$ cat config.mk
export PLATFORM = sky130hd
export DESIGN_NAME = spqvt_div
export DESIGN_NICKNAME = d
export VERILOG_FILES = /design/src/rtl/spqvt_pkg.sv /design/src/rtl/spqvt_div.sv
export SDC_FILE = /design/constraint.sdc
export NUM_CORES = 2
export LEC_CHECK = 0
export BUFFER_PORTS_ARGS = -buffer_cell sky130_fd_sc_hd__buf_2
export CAP_MARGIN = 10
export CORE_MARGIN = 3
export CORE_UTILIZATION = 61
export DETAILED_ROUTE_END_ITERATION = 12
export PLACE_DENSITY = 0.77
export SYNTH_ARGS = -nofsm -noshare
export SYNTH_HDL_FRONTEND = slang
export SYNTH_SLANG_ARGS = --single-unit
$ cat constraint.sdc
create_clock -name clk -period 9.38 [get_ports clk]
set_clock_uncertainty 0.05 [all_clocks]
set_input_delay 1.407 -clock clk [delete_from_list [all_inputs] [get_ports clk]]
set_output_delay 1.407 -clock clk [all_outputs]
set_load 0.005 [all_outputs]
$ cat src/rtl/spqvt_pkg.sv
// ----------------------------------------------------------------------------
// sprite quad vertex transform package
// constants, register codes, angle folding and the quarter-wave sine table
// ----------------------------------------------------------------------------
package spqvt_pkg;

    localparam int COORD_FRACTION_BITS_DEF = 4;

    localparam int QUARTER_TURN = 1440;
    localparam int QUO_BITS     = 16;
    localparam int DIV_STAGES   = QUO_BITS + 1;

    localparam logic [12:0] ANGLE_Q1   = 13'd1440;
    localparam logic [12:0] ANGLE_Q2   = 13'd2880;
    localparam logic [12:0] ANGLE_Q3   = 13'd4320;
    localparam logic [12:0] ANGLE_FULL = 13'd5760;

    localparam logic [12:0] SCREEN_WIDTH_RST   = 13'd1280;
    localparam logic [12:0] SCREEN_HEIGHT_RST  = 13'd720;
    localparam logic [13:0] TEXTURE_WIDTH_RST  = 14'd256;
    localparam logic [13:0] TEXTURE_HEIGHT_RST = 14'd256;

    localparam longint unsigned PI_Q30  = 64'd3373259426;
    localparam longint unsigned ONE_Q30 = 64'd1073741824;

    typedef enum logic [1:0] {
        REG_SCREEN_WIDTH   = 2'd0,
        REG_SCREEN_HEIGHT  = 2'd1,
        REG_TEXTURE_WIDTH  = 2'd2,
        REG_TEXTURE_HEIGHT = 2'd3
    } cfg_reg_t;

    typedef struct packed {
        logic [10:0] idx;
        logic        neg;
    } fold_t;

    typedef logic [14:0] sin_rom_t [QUARTER_TURN + 1];

    // angle in 0..5759 to a first-quadrant table index and a sign
    function automatic fold_t fold_angle(input logic [12:0] a);
        logic [12:0] r;
        logic [1:0]  q;
        fold_t       f;
        if (a >= ANGLE_Q3)
        begin
            q = 2'd3;
            r = a - ANGLE_Q3;
        end
        else if (a >= ANGLE_Q2)
        begin
            q = 2'd2;
            r = a - ANGLE_Q2;
        end
        else if (a >= ANGLE_Q1)
        begin
            q = 2'd1;
            r = a - ANGLE_Q1;
        end
        else
        begin
            q = 2'd0;
            r = a;
        end
        f.idx = q[0] ? 11'(ANGLE_Q1 - r) : r[10:0];
        f.neg = q[1];
        return f;
    endfunction

    // odd taylor polynomial in q30, result q1.14
    function automatic logic [14:0] quarter_sine(input int unsigned x);
        longint unsigned th;
        longint unsigned t2;
        longint unsigned p;
        longint unsigned s;
        th = (longint'(x) * PI_Q30 + 64'd1440) / 64'd2880;
        t2 = (th * th) >> 30;
        p  = ONE_Q30 - t2 / 64'd72;
        p  = ONE_Q30 - ((t2 * p) >> 30) / 64'd42;
        p  = ONE_Q30 - ((t2 * p) >> 30) / 64'd20;
        p  = ONE_Q30 - ((t2 * p) >> 30) / 64'd6;
        s  = (th * p) >> 30;
        return 15'((s + 64'd32768) >> 16);
    endfunction

    function automatic sin_rom_t build_sin_rom();
        sin_rom_t rom;
        for (int i = 0; i <= QUARTER_TURN; i++)
        begin
            rom[i] = quarter_sine(i);
        end
        return rom;
    endfunction

endpackage

$ cat src/rtl/spqvt_div.sv
// ----------------------------------------------------------------------------
// spqvt divider
// pipelined restoring divider, one quotient bit per stage, 16-bit quotient
// with negative and overflow flags for saturation
// ----------------------------------------------------------------------------
module spqvt_div #(
    parameter int MW = 37,
    parameter int DW = 19
) (
    input  logic                                clk,
    input  logic                                en,
    input  logic signed [MW-1:0]                num,
    input  logic        [DW-1:0]                den,
    output logic        [spqvt_pkg::QUO_BITS-1:0] quo,
    output logic                                neg,
    output logic                                ovf
);

    localparam int NS = spqvt_pkg::DIV_STAGES;
    localparam int QB = spqvt_pkg::QUO_BITS;

    logic [MW-1:0] rem_reg [NS];
    logic [QB-1:0] q_reg   [NS];
    logic          neg_reg [NS];
    logic          ovf_reg [NS];
    logic [MW-1:0] den_w;

    assign den_w = MW'(den);

    // range check
    always_ff @(posedge clk)
    begin
        if (en)
        begin
            rem_reg[0] <= num;
            q_reg[0]   <= '0;
            neg_reg[0] <= num[MW-1];
            ovf_reg[0] <= !num[MW-1] && (MW'(num) >= (den_w << QB));
        end
    end

    for (genvar j = 1; j < NS; j++)
    begin : g_stage
        localparam int B = QB - j;
        logic [MW-1:0] trial;
        logic          ge;

        assign trial = den_w << B;
        assign ge    = rem_reg[j-1] >= trial;

        always_ff @(posedge clk)
        begin
            if (en)
            begin
                rem_reg[j] <= ge ? (rem_reg[j-1] - trial) : rem_reg[j-1];
                q_reg[j]   <= q_reg[j-1] | (ge ? (QB'(1) << B) : '0);
                neg_reg[j] <= neg_reg[j-1];
                ovf_reg[j] <= ovf_reg[j-1];
            end
        end
    end

    assign quo = q_reg[NS-1];
    assign neg = neg_reg[NS-1];
    assign ovf = ovf_reg[NS-1];

endmodule

==> results.cfg <==
[cts]
cts_tree = yes
cts_post_setup_buffers_inserted = 0
cts_sinks = 761
cts.reportedPaths.clkPinSlew_ns = 0.06
root_buffer = sky130_fd_sc_hd__clkbuf_16
cts_max_path_buffers = 3
htree_num_levels = 3
cts_hold_buffers = 0
numCtsBuffers = 81
worstSkewPairLatency_ns = 0.63
cts_repair_resize_count = 0

[synth]
synth_cell_type_count = 78
synth_enable_flop_cells = 761
synth.yosys.seq_area_share_pct = 51.99
syn_nets = 4326
async_flop_share_pct = 0
synth.ff_latch_count = 761
yosys.area.top_type_share_pct = 51.99
synth_area_leaders = sky130_fd_sc_hd__edfxtp_1, sky130_fd_sc_hd__ha_1, sky130_fd_sc_hd__xnor2_1, sky130_fd_sc_hd__xor2_1, sky130_fd_sc_hd__o21ai_0
yosysTopAreaCell = sky130_fd_sc_hd__edfxtp_1
synth.cell_area_um2 = 43960
synth.yosys.warnings = 0
syn-instance-count = 3930
yosys_most_used_dff = sky130_fd_sc_hd__edfxtp_1
avgSynthCellArea_um2 = 11.18

[global_routing]
grt_antenna_before_repair = 1
grt_pass1_vias = 29690
wire_length_of_the_first_global_routing_pass_mm = 157.6
grt_start_max_net_pins = 176
grt_util_overall_pct = 26.61
gr-total-overflow = 0

[timing]
post-route-period-util_pct = 60.93
setup_violations = 0
grt_setup_unrepaired = false
report.final.hold_viol_count = 0
worst_slew_margin_rel_pct = 18.31
finalMaxSlewViolations = 0
timing.final.crit_period_ns = 5.715
max_slew.worst_pin.slew_ns = 1.224
setup_tns_ns = 0
max_freq_mhz = 175.0

[cells_and_area]
largest_register_ffs = 592
fin_util_pct = 68.03
post_route_cells_drive_above_1_share_pct = 7.707
filler_cell_count = 5158
final_common_cell = sky130_fd_sc_hd__edfxtp_1
top_library_cells_by_usage_in_the_layout_fill_and_taps_aside = sky130_fd_sc_hd__edfxtp_1, sky130_fd_sc_hd__nand2_1, sky130_fd_sc_hd__ha_1, sky130_fd_sc_hd__o21ai_0, sky130_fd_sc_hd__a21oi_1
design.final.nets = 4418
area.growth.synth_to_final_pct = 9.516
insertedDiodeCount = 0
final_cells = 5027

[floorplan]
std_cell_rows = 97
start_util_pct = 62.12
floorplan.die.width_um = 274.4
core_area_um2 = 70760
die_y_um = 274.4
floorplan.die_area_um2 = 75310
boundaryPins = 76

[placement]
globalplace.congestion = 0.9289
placed_cells_incl_taps = 4879
count_of_buffers_from_port_buffering = 75
hpwl_detailed_mm = 69.66

[detailed_routing]
detailroute.via_count = 31020
routed_wire_length_per_instance_um = 20.07
ant_nets = 0
drcViolationCount = 0
drt-initial-drc-count = 2567
wl_mm = 100.9
avgViaCountPerCell = 6.170
drt-pass1-iter-count = 7

[worst_setup_path]
worst_setup_path_start_kind = primary input
criticalPathCategory = primary input to register
endpoint_kind_of_the_worst_setup_timing_path = register
crit_arrival_ns = 6.05
critical_path.max_fanout = 36
critical_path_required_ns = 9.71

[hold_path]
min_path_type = register to register

[run]
maxCapViolations = 0

[pwr]
total_leakage_power_nw = 17.94
peak_vdd_ir_uv = 197.4
p_per_area_nw_per_um2 = 286.1

[outcome]
status = finished, final reports clean
[stage by stage]
| stage | hold WS (ns) | worst slack [ns] | total power, W | instance area, µm² |
|---|---|---|---|---|
| after floorplan | 0.3503 | 4.711 | 0.009157 | 43960 |
| after detailed placement | 0.3545 | 3.103 | 0.01042 | 45400 |
| after global routing | 0.3741 | 3.431 | 0.01462 | 48140 |
| after global placement | 0.3500 | 3.220 | 0.01032 | 45400 |
| final | 0.3612 | 3.665 | 0.01377 | 48140 |
| after CTS | 0.3590 | 3.764 | 0.01377 | 48140 |
[report_power, final]
| part | switching (W) | internal [W] | leakage [nW] |
|---|---|---|---|
| clock network | 0.00137 | 0.00193 | 1.32 |
| registers | 0.000588 | 0.00489 | 7.29 |
| logic | 0.00281 | 0.00218 | 9.33 |
| total | 0.00477 | 0.00900 | 17.9 |
[worst max-delay path: stages]
cell	delay [ns]
sky130_fd_sc_hd__buf_2	0.57
sky130_fd_sc_hd__inv_1	0.50
sky130_fd_sc_hd__buf_4	0.36
sky130_fd_sc_hd__fa_1	0.49
sky130_fd_sc_hd__a21oi_1	0.27
sky130_fd_sc_hd__o211ai_1	0.14
sky130_fd_sc_hd__a31oi_1	0.27
sky130_fd_sc_hd__o21ai_0	0.26
sky130_fd_sc_hd__a221oi_1	0.45
sky130_fd_sc_hd__and4b_1	0.49
sky130_fd_sc_hd__buf_4	0.39
sky130_fd_sc_hd__mux2_2	0.38
[final cells by class]
class,instances,area [µm²],share of cell area [%]
inverters,114,427.9,0.8889
repair buffers,111,705.7,1.466
flip-flops and latches,761,22850,47.47
multi-input cells,2953,20240,42.05
clock inverters,59,679.4,1.411
well taps,940,1176,2.443
clock buffers,89,2057,4.273
[cells in the mapped netlist (36+ instances only)]
master / number
sky130_fd_sc_hd__nor2_1: 263
sky130_fd_sc_hd__xor2_1: 176
sky130_fd_sc_hd__a21o_1: 117
sky130_fd_sc_hd__a21oi_1: 270
sky130_fd_sc_hd__nand2_1: 377
sky130_fd_sc_hd__ha_1: 323
sky130_fd_sc_hd__nor4_1: 72
sky130_fd_sc_hd__edfxtp_1: 761
sky130_fd_sc_hd__nand3_1: 70
sky130_fd_sc_hd__a31oi_1: 40
sky130_fd_sc_hd__xnor2_1: 182
sky130_fd_sc_hd__nand2b_1: 66
sky130_fd_sc_hd__nor2b_1: 52
sky130_fd_sc_hd__clkbuf_1: 69
sky130_fd_sc_hd__nor3_1: 78
sky130_fd_sc_hd__mux2_2: 36
sky130_fd_sc_hd__o21bai_1: 36
sky130_fd_sc_hd__inv_1: 114
sky130_fd_sc_hd__nand4_1: 51
sky130_fd_sc_hd__o21a_1: 45
sky130_fd_sc_hd__o21ai_0: 296
[cells by family (layout without fill, tap and decap cells)]
logic type,count (synthesis),after routing,share of synthesized area (%)
xor gates and xnor gates,358,358,7.133
adders and majority gates,338,338,9.877
muxes,41,41,1.059
and+or+nand+nor,1216,1216,13.75
AOI/OAI and AO/OA,1000,1000,14.11
buffers and inverters,216,373,2.075
DFF,761,761,51.99
[final timing paths]
path	cells past startpoint	slack (ns)	startpoint	to
max	12	3.66	den[1]	rem_reg[0][557]$_DFFE_PP_
min	0	0.36	q_reg[0][154]$_DFFE_PP_	q_reg[0][170]$_DFFE_PP_
max reg2reg	10	5.18	rem_reg[0][161]$_DFFE_PP_	rem_reg[0][200]$_DFFE_PP_
min reg2reg	0	0.36	q_reg[0][154]$_DFFE_PP_	q_reg[0][170]$_DFFE_PP_
[metal layers]
metal	share of wire, %	global-route usage, %
met5	0	0
met4	4.4	10.99
met3	5.6	4.121
met2	48	44.80
met1	42	34.55
Power figures use the tool's default switching activity.
